<file path="src/ffc_pkg.sv">
// Shared constants and types for the float format converter.
`default_nettype none
package ffc_pkg;

  // Source format codes
  localparam logic [1:0] FMT_BF16  = 2'd0;
  localparam logic [1:0] FMT_F16   = 2'd1;
  localparam logic [1:0] FMT_F32   = 2'd2;
  localparam logic [1:0] FMT_UNSUP = 2'd3;

  // Target format codes
  localparam logic TGT_HALF   = 1'b0;
  localparam logic TGT_SINGLE = 1'b1;

  // Configuration register indexes
  localparam int unsigned CfgIdxW = 8;
  localparam int unsigned CfgDataW = 2;
  localparam logic [CfgIdxW-1:0] REG_SOURCE_FORMAT = 8'd0;
  localparam logic [CfgIdxW-1:0] REG_TARGET_FORMAT = 8'd1;

  // Reset values of the registers
  localparam logic [1:0] SOURCE_FORMAT_RST = FMT_F32;
  localparam logic       TARGET_FORMAT_RST = TGT_HALF;

  // Exponent field bounds for single to half narrowing
  localparam logic [7:0] EXP_ALL_ONES = 8'hff;
  localparam logic [7:0] EXP_OVF_MIN  = 8'd143; // half exponent >= 31
  localparam logic [7:0] EXP_NRM_MIN  = 8'd113; // half exponent >= 1
  localparam logic [7:0] EXP_SUB_MIN  = 8'd102; // half exponent >= -10
  localparam logic [7:0] EXP_RND_BASE = 8'd125; // round bit position is 125 - exp

  localparam logic [15:0] HALF_SIGN  = 16'h8000;
  localparam logic [15:0] HALF_INF   = 16'h7c00;
  localparam logic [15:0] HALF_QUIET = 16'h0200;

  typedef struct packed {
    logic [31:0] word;
    logic        error;
  } conv_res_t;

endpackage
`default_nettype wire

</file>
<file path="src/ffc_s2h.sv">
// Binary32 to binary16 narrowing, round to nearest even.
`default_nettype none
module ffc_s2h
  import ffc_pkg::*;
(
  input  wire logic [31:0] single_i,
  output logic      [15:0] half_o
);

  logic        sign;
  logic [7:0]  efield;
  logic [22:0] mant;
  logic [23:0] mant_full;
  logic [4:0]  rnd_pos;
  logic [23:0] shifted;
  logic [23:0] low_mask;
  logic        sub_sticky;
  logic [10:0] sub_h;
  logic        sub_up;
  logic [15:0] nrm_h;
  logic        nrm_up;
  logic [7:0]  rnd_pos_w;
  logic [4:0]  nrm_exp;

  always_comb begin
    sign      = single_i[31];
    efield    = single_i[30:23];
    mant      = single_i[22:0];
    mant_full = {1'b1, mant};

    // Subnormal path: round bit sits at position 125 - efield (13..23)
    rnd_pos_w  = EXP_RND_BASE - efield;
    rnd_pos    = rnd_pos_w[4:0];
    shifted    = mant_full >> rnd_pos;
    low_mask   = (24'd1 << rnd_pos) - 24'd1;
    sub_sticky = |(mant_full & low_mask);
    sub_h      = shifted[11:1];
    sub_up     = shifted[0] & (sub_sticky | sub_h[0]);

    // Normal path
    nrm_exp = 5'(efield - 8'd112);
    nrm_h   = {sign, nrm_exp, mant[22:13]};
    nrm_up  = mant[12] & ((|mant[11:0]) | nrm_h[0]);

    if (efield == EXP_ALL_ONES) begin
      half_o = {sign, 15'd0} | HALF_INF | ((mant != 23'd0) ? HALF_QUIET : 16'd0);
    end else if (efield >= EXP_OVF_MIN) begin
      half_o = {sign, 15'd0} | HALF_INF;
    end else if (efield < EXP_SUB_MIN) begin
      half_o = {sign, 15'd0};
    end else if (efield < EXP_NRM_MIN) begin
      // carry out of the subnormal range lands on the smallest normal
      half_o = {sign, 15'd0} | 16'({5'd0, sub_h} + {15'd0, sub_up});
    end else begin
      half_o = nrm_h + {15'd0, nrm_up};
    end
  end

endmodule
`default_nettype wire

</file>
<file path="src/ffc_convert.sv">
// Format selection around the narrowing unit.
`default_nettype none
module ffc_convert
  import ffc_pkg::*;
(
  input  wire logic [31:0] raw_word_i,
  input  wire logic [1:0]  source_format_i,
  input  wire logic        target_format_i,
  output conv_res_t        res_o
);

  logic [31:0] s2h_in;
  logic [15:0] s2h_out;

  // bf16 is widened by appending sixteen zeros
  assign s2h_in = (source_format_i == FMT_BF16) ? {raw_word_i[15:0], 16'd0} : raw_word_i;

  ffc_s2h u_s2h (
    .single_i (s2h_in),
    .half_o   (s2h_out)
  );

  always_comb begin
    res_o.word  = 32'd0;
    res_o.error = 1'b0;
    if (target_format_i == TGT_HALF) begin
      case (source_format_i)
        FMT_BF16, FMT_F32: res_o.word = {16'd0, s2h_out};
        FMT_F16:           res_o.word = {16'd0, raw_word_i[15:0]};
        default:           res_o.error = 1'b1;
      endcase
    end else begin
      case (source_format_i)
        FMT_BF16: res_o.word = {raw_word_i[15:0], 16'd0};
        FMT_F32:  res_o.word = raw_word_i;
        default:  res_o.error = 1'b1;
      endcase
    end
  end

endmodule
`default_nettype wire

</file>
<file path="src/float_format_converter_core.sv">
// Top level of the float format converter: registers, handshakes and datapath.
// Usage:
//   Input channel: in_valid_i / in_stall_o carry raw_word_i and last_in_i.
//   A beat is taken when in_valid_i is high and in_stall_o is low.
//   Output channel: out_valid_o / out_stall_i carry result_word_o,
//   format_error_o and last_out_o; a beat leaves when out_stall_i is low.
//   Config channel: cfg_valid_i / cfg_ready_o with cfg_index_i and
//   cfg_data_i. Index 0 is source_format, index 1 target_format; other
//   indexes are ignored. cfg_ready_o is always high. Write only while idle.
// Timing:
//   Two register stages: input register, then conversion logic, then the
//   result register, where out_valid_o rises as a taken beat arrives.
//   Throughput is one beat per cycle while out_stall_i is low, set by the
//   single-pass datapath between the two registers.
// Reset:
//   Both stages empty, source_format = f32, target_format = half.
// Backpressure:
//   While out_stall_i is high the result holds; an empty input register
//   still takes one more beat, then in_stall_o rises.
`default_nettype none
module float_format_converter_core
  import ffc_pkg::*;
(
  input  wire logic                clk_i,
  input  wire logic                rst_ni,
  // input channel
  input  wire logic                in_valid_i,
  output logic                     in_stall_o,
  input  wire logic [31:0]         raw_word_i,
  input  wire logic                last_in_i,
  // output channel
  output logic                     out_valid_o,
  input  wire logic                out_stall_i,
  output logic      [31:0]         result_word_o,
  output logic                     format_error_o,
  output logic                     last_out_o,
  // configuration channel
  input  wire logic                cfg_valid_i,
  output logic                     cfg_ready_o,
  input  wire logic [CfgIdxW-1:0]  cfg_index_i,
  input  wire logic [CfgDataW-1:0] cfg_data_i
);

  logic [1:0]  src_fmt_q;
  logic        tgt_fmt_q;

  logic        s1_valid_q;
  logic [31:0] s1_raw_q;
  logic        s1_last_q;

  logic        s2_valid_q;
  logic [31:0] s2_word_q;
  logic        s2_err_q;
  logic        s2_last_q;

  logic        s2_free;
  logic        s1_free;
  logic        s1_move;
  logic        in_take;
  conv_res_t   conv;

  assign cfg_ready_o = 1'b1;

  // Configuration registers
  always_ff @(posedge clk_i or negedge rst_ni) begin
    if (!rst_ni) begin
      src_fmt_q <= SOURCE_FORMAT_RST;
      tgt_fmt_q <= TARGET_FORMAT_RST;
    end else if (cfg_valid_i && cfg_ready_o) begin
      if (cfg_index_i == REG_SOURCE_FORMAT) begin
        src_fmt_q <= cfg_data_i[1:0];
      end else if (cfg_index_i == REG_TARGET_FORMAT) begin
        tgt_fmt_q <= cfg_data_i[0];
      end
    end
  end

  // Stage advance
  assign s2_free    = !s2_valid_q || !out_stall_i;
  assign s1_move    = s1_valid_q && s2_free;
  assign s1_free    = !s1_valid_q || s2_free;
  assign in_stall_o = !s1_free;
  assign in_take    = in_valid_i && s1_free;

  ffc_convert u_convert (
    .raw_word_i      (s1_raw_q),
    .source_format_i (src_fmt_q),
    .target_format_i (tgt_fmt_q),
    .res_o           (conv)
  );

  // Stage valids
  always_ff @(posedge clk_i or negedge rst_ni) begin
    if (!rst_ni) begin
      s1_valid_q <= 1'b0;
      s2_valid_q <= 1'b0;
    end else begin
      if (s1_free) begin
        s1_valid_q <= in_valid_i;
      end
      if (s2_free) begin
        s2_valid_q <= s1_valid_q;
      end
    end
  end

  // Payload registers
  always_ff @(posedge clk_i) begin
    if (in_take) begin
      s1_raw_q  <= raw_word_i;
      s1_last_q <= last_in_i;
    end
    if (s1_move) begin
      s2_word_q <= conv.word;
      s2_err_q  <= conv.error;
      s2_last_q <= s1_last_q;
    end
  end

  assign out_valid_o    = s2_valid_q;
  assign result_word_o  = s2_word_q;
  assign format_error_o = s2_err_q;
  assign last_out_o     = s2_last_q;

endmodule
`default_nettype wire
</file>
<file path="config.mk">
export PLATFORM = sky130hd
export DESIGN_NAME = float_format_converter_core
export DESIGN_NICKNAME = d
export VERILOG_FILES = /design/src/ffc_pkg.sv /design/src/ffc_s2h.sv /design/src/ffc_convert.sv /design/src/float_format_converter_core.sv
export SDC_FILE = /design/constraint.sdc
export NUM_CORES = 1
export LEC_CHECK = 0
export BUFFER_PORTS_ARGS = -buffer_cell sky130_fd_sc_hd__buf_2
export CORE_MARGIN = 2
export CORE_UTILIZATION = 35
export DETAILED_ROUTE_END_ITERATION = 12
export PLACE_DENSITY = 0.62
export SLEW_MARGIN = 20
export SYNTH_ARGS = -nofsm -noshare
export SYNTH_HDL_FRONTEND = slang
export SYNTH_HIERARCHICAL = 1
export SYNTH_SLANG_ARGS = --single-unit
export TNS_END_PERCENT = 20
</file>
<file path="constraint.sdc">
create_clock -name clk_i -period 6.65 [get_ports clk_i]
set_clock_uncertainty 0.05 [all_clocks]
set_input_delay 0.9975 -clock clk_i [delete_from_list [all_inputs] [get_ports clk_i]]
set_output_delay 0.9975 -clock clk_i [all_outputs]
set_load 0.03 [all_outputs]
</file>
==> results of run 1 <==
-- worst max path at each step --
stage | start | end | cells past startpoint
floorplan | src_fmt_q[0] | result_word_o[0] | 20
global placement | src_fmt_q[0] | result_word_o[0] | 14
detailed placement | src_fmt_q[0] | result_word_o[0] | 14
CTS | src_fmt_q[0] | result_word_o[0] | 14
global route | src_fmt_q[0] | result_word_o[0] | 14
finish | src_fmt_q[0] | result_word_o[0] | 14
-- per-layer routing --
layer | part of all wire | routed length (µm) | vias to the layer above
met2 | 0.45 | 8260 | 277
li1 | - | - | 2322
met4 | 0.035 | 647 | 0
met5 | 0 | 0 | -
met1 | 0.44 | 8130 | 2511
met3 | 0.070 | 1280 | 54
-- flip-flops by register name (all words and copies together), names as in the netlist --
signal,count
result_word_o,32
tgt_fmt_q,1
format_error_o,1
last_out_o,1
src_fmt_q,2
s1_valid_q,1
out_valid_o,1
s1_raw_q,32
s1_last_q,1
-- synth_stat cells (16+ instances only) --
master and number:
nand2_1 36, a221o_1 16, and4b_1 16, edfxtp_1 67, mux2_2 23, clkbuf_1 18
xnor2_1 21, o21ai_0 27, a21oi_1 17, nor3_1 17, mux2i_1 42, nor2b_1 20
nor2_1 49
-- cell type report --
class / instances / area share
Multi-Input combinational cell: 442 / 0.513
Sequential cell: 72 / 0.317
Timing Repair Buffer: 98 / 0.0782
Tap cell: 220 / 0.0408
Clock buffer: 10 / 0.0354
Clock inverter: 6 / 0.0111
Inverter: 9 / 0.00501
-- power groups by stage --
stage | clock (µW) | sequential (µW) | combinational (µW)
after floorplan | 0 | 605 | 367
after global placement | 0 | 573 | 538
after detailed placement | 0 | 573 | 539
after CTS | 513 | 565 | 542
after global routing | 532 | 569 | 590
final | 503 | 565 | 550
-- through the flow --
step | std cells | hold slack [ns] | util
after detailed placement | 841 | 0.360 | 0.388
after global placement | 841 | 0.359 | 0.388
after floorplan | 575 | 0.350 | -
after global routing | 857 | 0.394 | 0.407
final | 857 | 0.373 | 0.407
after CTS | 857 | 0.376 | 0.407
-- cells by family (layout without fill, tap and decap cells) --
| kind of cell | count (synthesis) | in the layout |
|---|---|---|
| simple gates | 208 | 208 |
| compound gates | 114 | 114 |
| mux | 82 | 82 |
| flops | 72 | 72 |
| buf+inv | 61 | 123 |
| xor+xnor | 32 | 32 |
| fa+ha+maj | 5 | 5 |
| other cells | 1 | 1 |
==> flow_summary.yaml, run 1 <==
status:
  outcome: "complete, no violations"
worst_setup_path:
  slowest_delay_ns: 0.71
  rr_startpoint: "src_fmt_q[0]"
  crit_slowest_cell: "xor2_4"
  startpoint_type: "flop"
  rr_endpoint: "result_word_o[0]"
  worstPathCellList: "nor2_4, mux2_2, ha_1, xor2_4, nand2_1, or3_1, ha_1, nand3b_1, mux2i_1, a222oi_1, o311ai_0, nor4_1, a211oi_1, a221o_1"
  r2r_slack_ns: 0.96
  cp-end-kind: "flop"
  cp_common_cell: "ha_1"
  worstRegToRegCells: 14
  critPathTopFamily: "simple AND/OR/NAND/NOR gates"
  critPathBufInv: 0
  worstPathRequired_ns: 6.69
  worstSetupPathType: "reg2reg"
  worstPathMaxFanout: 24
  crit_arrival_ns: 5.73
die:
  initial_core_util: 0.358
  ioPinCount: 85
  row_count: 47
  die_width_um: 134
  die_area_um2: 18000
  core_um2: 16600
  fp.dieH_um: 134
pwr:
  power.density_nw_per_um2: 240
  total_power_uw: 1620
  clkPwrFrac: 0.311
  p_switching_uw: 570
  power_leakage_uw: 0.00251
  ir_drop_mv: 0.143
  swShare: 0.352
  pwr-share-comb: 0.340
  p_int_uw: 1050
  seqPwrFrac: 0.349
yosys:
  synth_compound_area_frac: 0.136
  ys_seq_area_frac: 0.361
  synth_edf_count: 67
  yosys_warnings: 6
  avgSynthCellArea_um2: 10.3
  synthFlopType: "edfxtp_1"
  synth_nets: 628
  synth_top_family_by_area: "simple AND/OR/NAND/NOR gates"
  synthTopCellsByArea: "edfxtp_1 34%, mux2i_1 7.1%, mux4_2 5.3%"
  synthSimpleGateAreaFrac: 0.207
  ys_types: 76
  ys_async_sr_fraction: 0.0694
  synthCells: 575
  synth_area_um2: 5930
  synth.area.mux_share: 0.173
  synthXorXnorAreaFrac: 0.0540
  synth_top_area_cell: "edfxtp_1"
  synth_adder_area_share: 0.0106
  ys_ff_latch: 72
  yosysTopAreaCellShare: 0.339
flow_run:
  maxCapViolations: 0
timing:
  min_period_over_period: 0.856
  rsz0062_at_grt: "false"
  setup_viol: 0
  finalHoldViolCount: 0
  slew_violations: 0
  fmax_mhz: 176
  fin_crit_ns: 5.69
  max_slew_margin: 0.380
  fin_setup_tns_ns: 0
  fin_ws_ns: 0.957
  worstMarginPinSlew_ns: 0.924
global_route:
  busiest_layer: "met2"
  grtUsageMet3: 0.0374
  grt_pass1_wl_um: 28700
  antenna_found_initial: 0
  met1_usage: 0.284
  grt_pass1_vias: 5053
  grt-ovfl-total: 0
  grt_use_total: 0.206
  grt_max_degree: 46
  grtUsageMet2: 0.316
finish:
  seqCellArea_um2: 2140
  final_common_cell: "buf_2"
  drive_gt1_frac: 0.261
  mostFrequentLayoutCells: "83 x buf_2, 67 x edfxtp_1, 49 x nor2_1"
  nets: 685
  multi_input_area_um2: 3460
  diodes: 0
  final_area_um2: 6750
  syn_to_final_growth_pct: 13.8
  fill_cells: 1632
place:
  portBuffers: 83
  dp_slack_ns: 1.05
  gp_congestion: 0.940
  dp_hpwl_um: 13200
  dpl_cell_area_um2: 6430
clock_tree:
  cts.path.max_buffers: 2
  root_buffer: "clkbuf_16"
  cts_hold_buf: 0
  clk_latency_ns: 0.35
  cts_sinks: 72
  cts.clk_slew.worst_paths_ns: 0.06
  post_cts_resized: 0
  cts_tree: "yes"
  postCtsSetupBuffers: 0
  htree_levels: 3
  cts_buffers: 9
detailed_routing:
  viasPerCell: 6.03
  via_count: 5164
  drt-initial-drc-count: 662
  drc: 0
  drt-total-wl_um: 18300
  avgRoutedWirePerCell_um: 21.4
  ant_nets: 0
  drt_first_pass_iters: 5
hold_path:
  hp-class: "reg2reg"
  min_from: "s1_last_q"
  holdPathStages: 0
  hold_end: "last_out_o"
Power figures use the tool's default switching activity.
==> inputs of run 2 (changes only) <==
--- a/config.mk
+++ b/config.mk
@@ -10,6 +10,7 @@
 export CORE_UTILIZATION = 35
 export DETAILED_ROUTE_END_ITERATION = 12
 export PLACE_DENSITY = 0.62
+export RECOVER_POWER = 50
 export SLEW_MARGIN = 20
 export SYNTH_ARGS = -nofsm -noshare
 export SYNTH_HDL_FRONTEND = slang
==> run 2 against run 1 <==
Critical path depth did not move. First-iteration DRC count fell by 12%. The flow now finishes with violations (max-capacitance violations, max-slew violations). Global-route usage did not move. Worst hold slack barely moved. Total power fell by 0.15%.
==> flow_summary.yaml, run 2 (same netlist as run 1, synthesis figures left out) <==
finish:
  syn_to_final_growth_pct: 13.4
  fill_cells: 1633
  final_core_util: 0.405
  diodes: 0
  final_common_cell: "buf_2"
  drive_gt1_frac: 0.246
  mostFrequentLayoutCells: "77 x buf_2, 67 x edfxtp_1, 49 x nor2_1"
  nets: 685
clock_tree:
  cts.clk_slew.worst_paths_ns: 0.06
  cts_tree: "yes"
  post_cts_resized: 0
  htree_levels: 3
  cts.path.max_buffers: 2
  cts_hold_buf: 0
  cts_sinks: 72
  clk_latency_ns: 0.34
  cts_buffers: 9
  postCtsSetupBuffers: 0
  root_buffer: "clkbuf_16"
worst_setup_path:
  worstRegToRegCells: 14
  worstPathMaxFanout: 24
  worstPathRequired_ns: 6.69
  startpoint_type: "flop"
  crit_arrival_ns: 5.71
  worstSetupPathType: "reg2reg"
  r2r_slack_ns: 0.98
  cp_common_cell: "ha_1"
  cp-end-kind: "flop"
  worstPathCellList: "nor2_4, mux2_2, ha_1, xor2_4, nand2_1, or3_1, ha_1, nand3b_1, mux2i_1, a222oi_1, o311ai_0, nor4_1, a211oi_1, a221o_1"
  crit_slowest_cell: "xor2_4"
  slowest_delay_ns: 0.71
global_route:
  grt_pass1_wl_um: 28700
  grt_use_total: 0.206
  grt_pass1_vias: 5053
  grt_max_degree: 46
  antenna_found_initial: 0
  grt-ovfl-total: 0
detailed_routing:
  via_count: 5147
  drc: 0
  avgRoutedWirePerCell_um: 21.3
  drt-total-wl_um: 18300
  drt-initial-drc-count: 584
  ant_nets: 0
  viasPerCell: 6.01
  drt_first_pass_iters: 5
place:
  dp_hpwl_um: 13200
  portBuffers: 83
  gp_congestion: 0.940
timing:
  fin_setup_tns_ns: 0
  worstMarginPinSlew_ns: 1.96
  finalHoldViolCount: 0
  setup_viol: 0
  max_slew_margin: -0.309
  min_period_over_period: 0.853
  fmax_mhz: 176
  slew_violations: 84
  rsz0062_at_grt: "false"
  fin_crit_ns: 5.67
die:
  die_area_um2: 18000
  die_width_um: 134
  initial_core_util: 0.358
  fp.dieH_um: 134
  row_count: 47
  ioPinCount: 85
  core_um2: 16600
pwr:
  total_power_uw: 1620
  power_leakage_uw: 0.00248
  ir_drop_mv: 0.143
  power.density_nw_per_um2: 240
flow_run:
  maxCapViolations: 3
status:
  violations: "max-capacitance violations, max-slew violations"
  outcome: "finished with violations"
hold_path:
  hp-class: "reg2reg"
  holdPathStages: 0
==> run 2: worst max-delay path, delay by kind of cell (launching register included) <==
| kind | cells | cell delay (ns) |
|---|---|---|
| AO/OA/AOI/OAI | 4 | 1.04 |
| adder cells (fa/ha/maj) | 2 | 0.70 |
| AND/OR/NAND/NOR | 5 | 1.66 |
| multiplexers | 2 | 0.60 |
| XOR/XNOR | 1 | 0.71 |
| flip-flops | 1 | 0.65 |
==> run 2: layout make-up <==
| class | count | area [µm²] | share of cell area |
|---|---|---|---|
| well taps | 220 | 275 | 0.0409 |
| inverters | 9 | 33.8 | 0.00503 |
| repair buffers | 98 | 513 | 0.0763 |
| clock buffers | 10 | 239 | 0.0355 |
| multi-input cells | 442 | 3450 | 0.513 |
| clock inverters | 6 | 75.1 | 0.0112 |
| flip-flops and latches | 72 | 2140 | 0.318 |
==> run 2: routing by layer <==
layer,vias up,global-route usage,wire length (µm)
li1,2322,-,-
met1,2472,0.284,7880
met2,305,0.316,8210
met3,48,0.0374,1550
met4,0,0.0942,611
met5,-,0,0
==> run 2: final timing paths <==
path	start	end
worst max-delay path	src_fmt_q[0]	result_word_o[0]
worst min-delay path	s1_last_q	last_out_o
worst max register to register	src_fmt_q[0]	result_word_o[0]
worst min register to register	s1_last_q	last_out_o
max in group asynchronous	rst_ni	src_fmt_q[1]
min in group asynchronous	rst_ni	out_valid_o
==> run 2: power breakdown <==
group	total [µW]	internal [µW]	switching [µW]
logic	548	200	347
registers	566	541	24.5
clock network	502	306	196
==> run 2: stage by stage <==
step           instances  setup slack, ns  area, µm²  hold slack [ns]
2_1_floorplan        575             1.38       5930            0.350
3_3_place_gp         841             1.27       6430            0.359
3_5_place_dp         841             1.05       6430            0.360
4_1_cts              857             1.02       6750            0.376
5_1_grt              857            0.550       6720            0.394
6_report             857            0.976       6720            0.373
